File: src/rtl/sstf_pkg.sv
`timescale 1ns / 1ps
// ----------------------------------------------------------------------------
// SSTF disk scheduler package
// Field widths, saturation limits and sequencer state codes shared by the
// scheduler files.
// ----------------------------------------------------------------------------
package sstf_pkg;

   // Fixed field widths of the stream items.
   localparam int CYL_FIELD_W  = 12;
   localparam int HOP_W        = 12;
   localparam int TOTAL_W      = 18;
   localparam int REQ_DATA_W   = 16;
   localparam int RSP_FIELDS_W = CYL_FIELD_W + HOP_W + TOTAL_W;
   localparam int RSP_DATA_W   = 48;
   localparam int RSP_PAD_W    = RSP_DATA_W - RSP_FIELDS_W;
   localparam int REQ_PAD_W    = REQ_DATA_W - CYL_FIELD_W;

   localparam logic [HOP_W-1:0]   HOP_MAX   = 12'd4095;
   localparam logic [TOTAL_W-1:0] TOTAL_MAX = 18'd262143;

   typedef logic [1:0] state_type;

   localparam state_type ST_LOAD  = 2'd0;
   localparam state_type ST_SCAN  = 2'd1;
   localparam state_type ST_DRAIN = 2'd2;
   localparam state_type ST_EMIT  = 2'd3;

   // One result item before packing.
   typedef struct packed {
      logic [TOTAL_W-1:0]     total_movement;
      logic [HOP_W-1:0]       hop_distance;
      logic [CYL_FIELD_W-1:0] served_cylinder;
   } result_type;

endpackage

File: src/rtl/sstf_disk_scheduler_unit.sv
`timescale 1ns / 1ps
// ----------------------------------------------------------------------------
// SSTF disk scheduler
// Collects a batch of cylinder requests and serves them nearest-first.
// ----------------------------------------------------------------------------
// Requests are loaded one item per cycle into a request RAM; requests beyond
// MAX_REQUESTS are dropped. The item with tlast set is stored as well and
// starts service from the csr start cylinder. For each pick the scan reads
// every stored entry, one per cycle, through the single RAM read port, a
// drain state lets the compare stage finish and an emit state updates the
// head and loads the result register. A stalled result side holds the pick
// until the result register frees up. No new request is taken while a batch
// is in service; the result register lets the next batch load while the
// last result still waits.
module sstf_disk_scheduler_unit
   import sstf_pkg::*;
#(
   parameter int MAX_REQUESTS  = 32,
   parameter int CYLINDER_BITS = 12
) (
   input  logic                   clock,
   input  logic                   reset,
   // Request item: [11:0] request_cylinder, upper bits zero.
   input  logic                   req_tvalid,
   output logic                   req_tready,
   input  logic [REQ_DATA_W-1:0]  req_tdata,
   input  logic                   req_tlast,
   // Result item: [11:0] served_cylinder, [23:12] hop_distance,
   // [41:24] total_movement, upper bits zero.
   output logic                   rsp_tvalid,
   input  logic                   rsp_tready,
   output logic [RSP_DATA_W-1:0]  rsp_tdata,
   output logic                   rsp_tlast,
   // Start cylinder register write.
   input  logic                   csr_valid,
   output logic                   csr_ready,
   input  logic [CYL_FIELD_W-1:0] csr_data
);
   localparam int IDX_W = (MAX_REQUESTS > 1) ? $clog2(MAX_REQUESTS) : 1;
   localparam int CNT_W = $clog2(MAX_REQUESTS + 1);
   localparam int CYL_W = CYLINDER_BITS;
   localparam int EXT_W = CYLINDER_BITS + CYL_FIELD_W;

   state_type               state_ff, state_in;
   logic [CYL_W-1:0]        start_ff, start_in;
   logic [CNT_W-1:0]        count_ff, count_in;
   logic [MAX_REQUESTS-1:0] served_ff, served_in;
   logic [CYL_W-1:0]        head_ff, head_in;
   logic [TOTAL_W-1:0]      sum_ff, sum_in;
   logic [IDX_W-1:0]        scan_ff, scan_in;
   logic [IDX_W-1:0]        pick_ff, pick_in;
   logic                    rd_vld_ff, rd_vld_in;
   logic [IDX_W-1:0]        rd_idx_ff, rd_idx_in;
   logic                    found_ff, found_in;
   logic [IDX_W-1:0]        best_idx_ff, best_idx_in;
   logic [CYL_W-1:0]        best_dist_ff, best_dist_in;
   logic [CYL_W-1:0]        best_cyl_ff, best_cyl_in;
   logic                    rsp_valid_ff, rsp_valid_in;
   result_type              rsp_data_ff, rsp_data_in;
   logic                    rsp_last_ff, rsp_last_in;

   logic                    ram_we;
   logic                    ram_re;
   logic [CYL_W-1:0]        ram_rd_data;
   logic [CYL_W-1:0]        req_cyl;
   logic [CNT_W-1:0]        count_m1;
   logic [IDX_W-1:0]        last_idx;
   logic [CYL_W-1:0]        rd_dist;
   logic [EXT_W-1:0]        best_dist_ext;
   logic [EXT_W-1:0]        best_cyl_ext;
   logic [HOP_W-1:0]        hop_sat;
   logic [TOTAL_W:0]        sum_wide;
   logic [TOTAL_W-1:0]      sum_next;
   logic                    out_free;

   // Cylinder values are cut or zero-extended to the configured cylinder width.
   assign req_cyl  = CYL_W'(EXT_W'(req_tdata[CYL_FIELD_W-1:0]));
   assign count_m1 = count_ff - CNT_W'(1);
   assign last_idx = count_m1[IDX_W-1:0];

   assign rd_dist = (head_ff > ram_rd_data) ? (head_ff - ram_rd_data)
                                            : (ram_rd_data - head_ff);

   assign best_dist_ext = EXT_W'(best_dist_ff);
   assign best_cyl_ext  = EXT_W'(best_cyl_ff);
   assign hop_sat  = (best_dist_ext > EXT_W'(HOP_MAX)) ? HOP_MAX
                                                       : best_dist_ext[HOP_W-1:0];
   // The running total accumulates the unclipped hop and saturates on its own.
   assign sum_wide = (TOTAL_W+1)'(sum_ff) + (TOTAL_W+1)'(best_dist_ff);
   assign sum_next = (sum_wide > (TOTAL_W+1)'(TOTAL_MAX)) ? TOTAL_MAX
                                                          : sum_wide[TOTAL_W-1:0];

   assign out_free = !rsp_valid_ff || rsp_tready;

   sstf_ram #(
      .WIDTH (CYL_W),
      .DEPTH (MAX_REQUESTS)
   ) u_store (
      .clock   (clock),
      .wr_en   (ram_we),
      .wr_addr (count_ff[IDX_W-1:0]),
      .wr_data (req_cyl),
      .rd_en   (ram_re),
      .rd_addr (scan_ff),
      .rd_data (ram_rd_data)
   );

   always_comb begin
      state_in     = state_ff;
      start_in     = start_ff;
      count_in     = count_ff;
      served_in    = served_ff;
      head_in      = head_ff;
      sum_in       = sum_ff;
      scan_in      = scan_ff;
      pick_in      = pick_ff;
      rd_vld_in    = 1'b0;
      rd_idx_in    = rd_idx_ff;
      found_in     = found_ff;
      best_idx_in  = best_idx_ff;
      best_dist_in = best_dist_ff;
      best_cyl_in  = best_cyl_ff;
      rsp_valid_in = rsp_valid_ff;
      rsp_data_in  = rsp_data_ff;
      rsp_last_in  = rsp_last_ff;
      ram_we       = 1'b0;
      ram_re       = 1'b0;

      if (rsp_valid_ff && rsp_tready) begin
         rsp_valid_in = 1'b0;
      end

      if (csr_valid) begin
         start_in = CYL_W'(EXT_W'(csr_data));
      end

      // Compare stage: strict less-than keeps the earliest entry on a tie.
      if (rd_vld_ff && !served_ff[rd_idx_ff] && (!found_ff || rd_dist < best_dist_ff)) begin
         found_in     = 1'b1;
         best_idx_in  = rd_idx_ff;
         best_dist_in = rd_dist;
         best_cyl_in  = ram_rd_data;
      end

      case (state_ff)
         ST_LOAD: begin
            if (req_tvalid) begin
               if (count_ff < CNT_W'(MAX_REQUESTS)) begin
                  ram_we   = 1'b1;
                  count_in = count_ff + CNT_W'(1);
               end
               if (req_tlast) begin
                  head_in  = start_ff;
                  sum_in   = '0;
                  pick_in  = '0;
                  scan_in  = '0;
                  found_in = 1'b0;
                  state_in = ST_SCAN;
               end
            end
         end
         ST_SCAN: begin
            ram_re    = 1'b1;
            rd_vld_in = 1'b1;
            rd_idx_in = scan_ff;
            if (scan_ff == last_idx) begin
               state_in = ST_DRAIN;
            end else begin
               scan_in = scan_ff + IDX_W'(1);
            end
         end
         ST_DRAIN: begin
            state_in = ST_EMIT;
         end
         ST_EMIT: begin
            if (out_free) begin
               rsp_valid_in                = 1'b1;
               rsp_data_in.served_cylinder = best_cyl_ext[CYL_FIELD_W-1:0];
               rsp_data_in.hop_distance    = hop_sat;
               rsp_data_in.total_movement  = sum_next;
               rsp_last_in                 = (pick_ff == last_idx);
               served_in[best_idx_ff]      = 1'b1;
               head_in                     = best_cyl_ff;
               sum_in                      = sum_next;
               if (pick_ff == last_idx) begin
                  count_in  = '0;
                  served_in = '0;
                  state_in  = ST_LOAD;
               end else begin
                  pick_in  = pick_ff + IDX_W'(1);
                  scan_in  = '0;
                  found_in = 1'b0;
                  state_in = ST_SCAN;
               end
            end
         end
         default: begin
            state_in = ST_LOAD;
         end
      endcase
   end

   always_ff @(posedge clock) begin
      if (reset) begin
         state_ff     <= ST_LOAD;
         start_ff     <= '0;
         count_ff     <= '0;
         served_ff    <= '0;
         head_ff      <= '0;
         sum_ff       <= '0;
         scan_ff      <= '0;
         pick_ff      <= '0;
         rd_vld_ff    <= 1'b0;
         found_ff     <= 1'b0;
         rsp_valid_ff <= 1'b0;
      end else begin
         state_ff     <= state_in;
         start_ff     <= start_in;
         count_ff     <= count_in;
         served_ff    <= served_in;
         head_ff      <= head_in;
         sum_ff       <= sum_in;
         scan_ff      <= scan_in;
         pick_ff      <= pick_in;
         rd_vld_ff    <= rd_vld_in;
         found_ff     <= found_in;
         rsp_valid_ff <= rsp_valid_in;
      end
      rd_idx_ff    <= rd_idx_in;
      best_idx_ff  <= best_idx_in;
      best_dist_ff <= best_dist_in;
      best_cyl_ff  <= best_cyl_in;
      rsp_data_ff  <= rsp_data_in;
      rsp_last_ff  <= rsp_last_in;
   end

   assign req_tready = (state_ff == ST_LOAD);
   assign csr_ready  = 1'b1;
   assign rsp_tvalid = rsp_valid_ff;
   assign rsp_tdata  = {{RSP_PAD_W{1'b0}}, rsp_data_ff};
   assign rsp_tlast  = rsp_last_ff;

   // Pad bits of the request item carry nothing.
   logic [REQ_PAD_W-1:0] req_pad_unused;
   assign req_pad_unused = req_tdata[REQ_DATA_W-1:CYL_FIELD_W];

endmodule

File: src/rtl/sstf_ram.sv
`timescale 1ns / 1ps
// ----------------------------------------------------------------------------
// Generic single-clock RAM
// One write port and one read port; read data is registered.
// ----------------------------------------------------------------------------
module sstf_ram #(
   parameter int  WIDTH  = 12,
   parameter int  DEPTH  = 32,
   localparam int ADDR_W = (DEPTH > 1) ? $clog2(DEPTH) : 1
) (
   input  logic                 clock,
   input  logic                 wr_en,
   input  logic [ADDR_W-1:0]    wr_addr,
   input  logic [WIDTH-1:0]     wr_data,
   input  logic                 rd_en,
   input  logic [ADDR_W-1:0]    rd_addr,
   output logic [WIDTH-1:0]     rd_data
);
   logic [WIDTH-1:0] mem_ff [DEPTH];
   logic [WIDTH-1:0] rd_data_ff;

   always_ff @(posedge clock) begin
      if (wr_en) begin
         mem_ff[wr_addr] <= wr_data;
      end
      if (rd_en) begin
         rd_data_ff <= mem_ff[rd_addr];
      end
   end

   assign rd_data = rd_data_ff;

endmodule
File: config.mk
export PLATFORM = sky130hd
export DESIGN_NAME = sstf_disk_scheduler_unit
export DESIGN_NICKNAME = d
export VERILOG_FILES = /design/src/rtl/sstf_pkg.sv /design/src/rtl/sstf_disk_scheduler_unit.sv /design/src/rtl/sstf_ram.sv
export SDC_FILE = /design/constraint.sdc
export NUM_CORES = 1
export LEC_CHECK = 0
export BUFFER_PORTS_ARGS = -buffer_cell sky130_fd_sc_hd__buf_2
export CORE_AREA = 10 10 203 205
export CTS_CLUSTER_SIZE = 24
export DETAILED_ROUTE_END_ITERATION = 16
export DIE_AREA = 0 0 213 215
export PLACE_DENSITY = 0.78
export SYNTH_ARGS = -nofsm -noshare
export SYNTH_HDL_FRONTEND = slang
export SYNTH_SLANG_ARGS = --single-unit
File: constraint.sdc
create_clock -name clock -period 15.6 [get_ports clock]
set_input_delay 0.78 -clock clock [delete_from_list [all_inputs] [get_ports clock]]
set_output_delay 0.78 -clock clock [all_outputs]
set_load 0.02 [all_outputs]
Yosys cells after proc, flatten, opt, wreduce, memory -nomap -nowiden

Memories as Yosys holds them, arrays and structs flattened. A register that Yosys moved wholly into a read port is not among the register bits.
Cells that the tools add are included.

Bitwise gates (word level): 1
Reduce and logical (&&, ||, !) cells: 18
$add $sub $neg: 7
Magnitude comparators: 8
Multiplexer cells: 50
Equality and inequality tests: 13

Operators by type and width:

| operator                                                         | count |
|---|---|
| two-way mux 18 bit                                               | 4 |
| two-way mux 12 bit                                               | 4 |
| case mux 18 bit (2 select lines)                                 | 1 |
| two-way mux 5 bit                                                | 7 |
| two-way mux 32 bit                                               | 1 |
| bitwise OR 32 bit                                                | 1 |
| two-way mux 6 bit                                                | 4 |
| case mux 12 bit (2 select lines)                                 | 1 |
| subtractor 12 bit                                                | 2 |
| adder 18 x 12 -> 19 bit                                          | 1 |
| greater-than comparator 19 x 18 -> 1 bit (second input constant) | 1 |
| two-way mux 1 bit                                                | 17 |
| case mux 5 bit (3 select lines)                                  | 1 |
| greater-than comparator 12 bit                                   | 1 |
| greater-than comparator 12 bit (second input constant)           | 1 |
| less-than comparator 12 bit                                      | 1 |
| less-than comparator 5 x 6 -> 1 bit (second input constant)      | 2 |
| inequality test 2 bit (second input constant)                    | 6 |
| case mux 6 bit (2 select lines)                                  | 1 |
| adder 5 x 1 -> 5 bit (second input constant)                     | 2 |
| == test 5 bit                                                    | 2 |
| case mux 5 bit (2 select lines)                                  | 1 |
| AND reduction 5 bit                                              | 2 |
| two-way mux 2 bit                                                | 4 |
| other kinds (20)                                                 | 29 |

Memory bits (writable): 384
Word-level logic and storage cells: 117
Memories: 1
Register bits: 172
Output and inout bits: 52

Memories:

| name           | words | width | read ports | clocked after Yosys merged registers in | write ports | RTL line       | source |
|---|---|---|---|---|---|---|---|
| u_store.mem_ff | 32    | 12    | 1          | 1                                       | 1           | sstf_ram.sv:19 | `logic [WIDTH-1:0] mem_ff [DEPTH];` |

Logic depth before layout (Yosys ltp)

Depth in word-level cells: 9
Mapped depth: 19

Cells and area by module

A second synthesis with hierarchy kept.

Cell total of the unflattened synthesis: 1721
Area total of the unflattened synthesis: 24365.9 um2

Modules (own cells, without submodules):

| module                   | cells each | area an instance (um2) | instances |
|---|---|---|---|
| sstf_ram                 | 868        | 15588.7                | 1 |
| sstf_disk_scheduler_unit | 853        | 8777.2                 | 1 |

Least setup slack after synthesis

Ideal clock, no wire load.

Path kind: register to register
Start point: register head_ff[0]
End point: register best_cyl_ff[0] (enable)
Slack: 9.579 ns
Stages on the path, launching flop included: 20
Data arrival time: 5.552 ns
Path through: dfxtp_1 > inv_1 > ha_1 > inv_1 > fa_1 > a211oi_2 > nor2_1 > o31ai_1 > a31oi_4 > o22a_1 > o21ba_2 > xnor2_1 > ha_1 > a21oi_1 > nor2b_1 > o21ai_0 > nand2b_1 > a21oi_1 > o21ai_0 > a311oi_1

Word-level cells in the longest chain between the ends: 5
Elaborated cells on any way between the ends: 7

Ends and longest elaborated chain:

| element                                         | RTL line                        | source |
|---|---|---|
| start: declaration                              | sstf_disk_scheduler_unit.sv:48  | `logic [CYL_W-1:0] head_ff, head_in;` |
| start signal: assignment                        | sstf_disk_scheduler_unit.sv:221 | `head_ff <= head_in;` |
| subtractor 12 bit, or another cell as far along | sstf_disk_scheduler_unit.sv:82  | `: (ram_rd_data - head_ff);` |
| two-way mux 12 bit *                            | sstf_disk_scheduler_unit.sv:81  | `assign rd_dist = (head_ff > ram_rd_data) ? (head_ff - ram_rd_data)` |
| net rd_dist[7]                                  | sstf_disk_scheduler_unit.sv:68  | `logic [CYL_W-1:0] rd_dist;` |
| less-than comparator 12 bit *                   | sstf_disk_scheduler_unit.sv:138 | `if (rd_vld_ff && !served_ff[rd_idx_ff] && (!found_ff \|\| rd_dist < best_dist_ff)) begin` |
| logical OR 1 bit *                              | sstf_disk_scheduler_unit.sv:138 |  |
| logical AND 1 bit *                             | sstf_disk_scheduler_unit.sv:138 |  |
| end signal: assignment                          | sstf_disk_scheduler_unit.sv:232 | `best_cyl_ff <= best_cyl_in;` |
| end: declaration                                | sstf_disk_scheduler_unit.sv:57  | `logic [CYL_W-1:0] best_cyl_ff, best_cyl_in;` |

The timed path passes the listed nets; every way through them passes the cells marked *.
A chain may end at the register's enable or synchronous reset.

Final worst setup path

Start point: register u_store.rd_data_ff[0], in the netlist u_store.rd_data[0] (read register of u_store.mem_ff)
End point: register best_cyl_ff[6] (enable)

Word-level cells in the longest chain between the ends: 5
Elaborated cells on any way between the ends: 7

Ends and longest elaborated chain:

| element                                         | RTL line                        | source |
|---|---|---|
| start: declaration                              | sstf_ram.sv:20                  | `logic [WIDTH-1:0] rd_data_ff;` |
| subtractor 12 bit, or another cell as far along | sstf_disk_scheduler_unit.sv:82  |  |
| two-way mux 12 bit *                            | sstf_disk_scheduler_unit.sv:81  |  |
| net rd_dist[7]                                  | sstf_disk_scheduler_unit.sv:68  |  |
| less-than comparator 12 bit *                   | sstf_disk_scheduler_unit.sv:138 |  |
| logical OR 1 bit *                              | sstf_disk_scheduler_unit.sv:138 |  |
| logical AND 1 bit *                             | sstf_disk_scheduler_unit.sv:138 |  |

Marked as above.

==> impl_metrics.tcl <==
set metrics [dict create \
    diodes 0 \
    synth_compound_area_frac 0.05728 \
    vias 12950 \
    grt_antenna_before_repair 1 \
    vias_per_cell 6.329 \
    worstRegToRegCells 19 \
    synth_commonest_cells "edfxtp_1 (473), nor2_1 (144), mux4_2 (130), dfxtp_1 (95), a21oi_1 (67)" \
    layout-drive-gt1-share 0.2137 \
    cts_setup_buffers 0 \
    slew_viol_final 0 \
    worstHoldStart "csr_data[0]" \
    dieArea_sq_um 45800 \
    synthTopCellsByArea "edfxtp_1 (59%), mux4_2 (12%), dfxtp_1 (8.0%), ha_1 (3.0%), nor2_1 (2.3%)" \
    area_delta_synth_final_pct 10.53 \
    die_h_um 215 \
    r2r_end "best_cyl_ff[6]" \
    syn-cell-area_sq_um 23900 \
    routed_wl_um 50320 \
    fillers 2296 \
    avgSynthCellArea_sq_um 16.41 \
    dp_hpwl_um 31590 \
    ff2ff_setup_slack_ps 10520 \
    setup.worst_path.start "u_store.rd_data[0]" \
    synth.largest_area_cell "edfxtp_1" \
    initial_utilization 0.6420 \
    grt_use_total 0.2237 \
    cp_max_fo 28 \
    yosys.area_share.simple 0.05084 \
    fin_skew_ps 38.38 \
    setup_viol 0 \
    finalHoldViolations 0 \
    crit_path_end_kind "flip-flop" \
    synthMuxAreaShare 0.1442 \
    first_pass_iters 5 \
    ys_warn_count 0 \
    numCtsBuffers 54 \
    rsz0062_at_grt "no" \
    post-route-period-util 0.3254 \
    antenna_left 0 \
    synthCells 1456 \
    clock_latency_ps 620 \
    path_class "flip-flop to flip-flop" \
    min_path_type "input port to flip-flop" \
    avgRoutedWirePerCell_um 24.59 \
    slowest_delay_ps 440 \
    post-route-util 0.7096 \
    yosysMostFrequentCell "edfxtp_1" \
    pin_count 86 \
    cts_root_buf "clkbuf_16" \
    vdd_drop_max_mv 0.1051 \
    remaining_drc_errors 0 \
    fin_tns_setup_ps 0 \
    tightest_slew_ps 1285 \
    timing.fmax_mhz 197.0 \
    numPortBuffers 74 \
    synth_seq_cells 568 \
    grt_max_degree 72 \
    min_path_cells 3 \
    seq_area_frac_synth 0.6739 \
    status "complete, no violations" \
    synth_edf_count 473 \
    cp_num_buf_inv 2 \
    die_w_um 213 \
    p_leak_nw 8.920 \
    clock_path_buffers 3 \
    start_kind "flip-flop" \
    final_area_sq_um 26410 \
    ys.flop_type "edfxtp_1" \
    cts_num_sinks 568 \
    grt_remaining_overflow 0 \
    cp_data_arrival_time_ps 5320 \
    cts_tree "done" \
    synthXorXnorAreaFrac 0.01508 \
    ys_types 76 \
    power_density_nw_per_um2 152.6 \
    ctsResizeCount 0 \
    hold_end "start_ff[0]" \
    required_ps 15850 \
    cap_violations 0 \
    async_flop_share 0 \
    relSlewSlack 0.1386 \
    synthAdderAreaFrac 0.03236 \
    synth_top_family_by_area "multiplexers" \
    grt_pass1_vias 12964 \
    drt_iter0_drc 1306 \
    rows 71 \
    rr_startpoint "u_store.rd_data[0]" \
    core-area_sq_um 37220 \
    placed_area_sq_um 24690 \
    layout_min_cycle_time_ps 5077 \
    nets 1623 \
    crit_chain "ha_1 -> inv_1 -> fa_1 -> a211oi_2 -> nor2_1 -> o31ai_1 -> a31oi_4 -> o22a_1 -> o21ba_2 -> xnor2_1 -> ha_1 -> a21oi_1 -> nor2b_1 -> o21ai_0 -> nand2b_1 -> a21oi_1 -> o21ai_0 -> a311oi_4 -> buf_4" \
    globalplace.congestion 0.8828 \
    crit_family "compound AO/OA/AOI/OAI gates" \
    postCtsHoldBufs 0 \
    path_clk_slew_ps 60 \
    htree_levels 2 \
    slowest_stage "o31ai_1" \
    grt_pass1_wl_um 77900 \
    synth_top_area_share 0.5943 \
]
[routing by layer]
layer	up-vias	track usage	part of all wire
met1	6497	0.3140	0.41
met5	-	0.006667	0.0011
met3	101	0.03886	0.076
met2	557	0.3455	0.48
met4	4	0.08498	0.033
li1	5791	-	-
[tightest hold or removal path, stage by stage]
cell and delay, ps:
buf_2 70, mux2i_1 60, nor2_1 70
[layout by cell type, fill, tap and decap left out, drive strengths merged, types with 15 or more instances in the layout]
cell,synthesis,layout
ha,57,57
mux2i,35,35
edfxtp,473,473
mux2,15,15
dfxtp,95,95
mux4,130,130
a21oi,68,68
clkinv,1,18
clkbuf,40,76
buf,44,96
a211oi,23,23
inv,58,59
xnor2,22,22
a21o,16,16
nor2,144,144
nand2,45,45
o21ai,27,27
[power breakdown]
part | leakage (nW) | internal [mW] | switching [mW]
combinational | 3.05 | 0.376 | 0.540
clock | 0.828 | 0.724 | 0.551
sequential | 5.05 | 1.76 | 0.0748
total | 8.92 | 2.86 | 1.17
[cells by family (layout without fill, tap and decap cells)]
family | count (synthesis) | after routing
DFF | 568 | 568
and+or+nand+nor | 262 | 262
AOI/OAI and AO/OA | 203 | 203
muxes | 180 | 180
buffers and inverters | 143 | 254
adders and majority gates | 60 | 60
xor gates and xnor gates | 38 | 38
other | 2 | 7
[state kept, by name (all words and copies together), names as in the netlist, 6 cells and up]
register and flops:
best_cyl_ff 12, best_dist_ff 12, count_ff 6, head_ff 12, rsp_tdata 42, served_ff 32, start_ff 12, sum_ff 18
u_store.mem_ff 384, u_store.rd_data 12
[layout make-up]
| class | instances | area [sq um] | area share |
|---|---|---|---|
| clock inverter | 23 | 219.0 | 0.008290 |
| timing repair buffer | 96 | 535.5 | 0.02027 |
| inverter | 59 | 221.5 | 0.008384 |
| multi-input combinational | 750 | 7224 | 0.2735 |
| clock buffer | 76 | 1506 | 0.05703 |
| sequential | 568 | 16110 | 0.6101 |
| tap | 474 | 593.1 | 0.02245 |
[stage by stage]
stage                     std cells  worst slack (ps)  power, mW  hold slack (ps)
after floorplan                1461              9579      2.529            406.4
after global placement         1947             10590      2.750            431.3
after detailed placement       1947             10520      2.780            434.0
after CTS                      2046             10500      4.051            383.9
after global routing           2046             10110      4.215            410.6
final                          2046             10520      4.030            413.2
[worst max path at each step]
| stage | end | slack, ps | cells past startpoint |
|---|---|---|---|
| after floorplan | best_cyl_ff[0] | 9580 | 19 |
| after global placement | best_cyl_ff[0] | 10590 | 19 |
| after detailed placement | best_cyl_ff[2] | 10520 | 20 |
| after CTS | best_cyl_ff[6] | 10500 | 20 |
| after global routing | best_cyl_ff[6] | 10110 | 19 |
| final | best_cyl_ff[6] | 10520 | 19 |
Power figures use the tool's default switching activity.
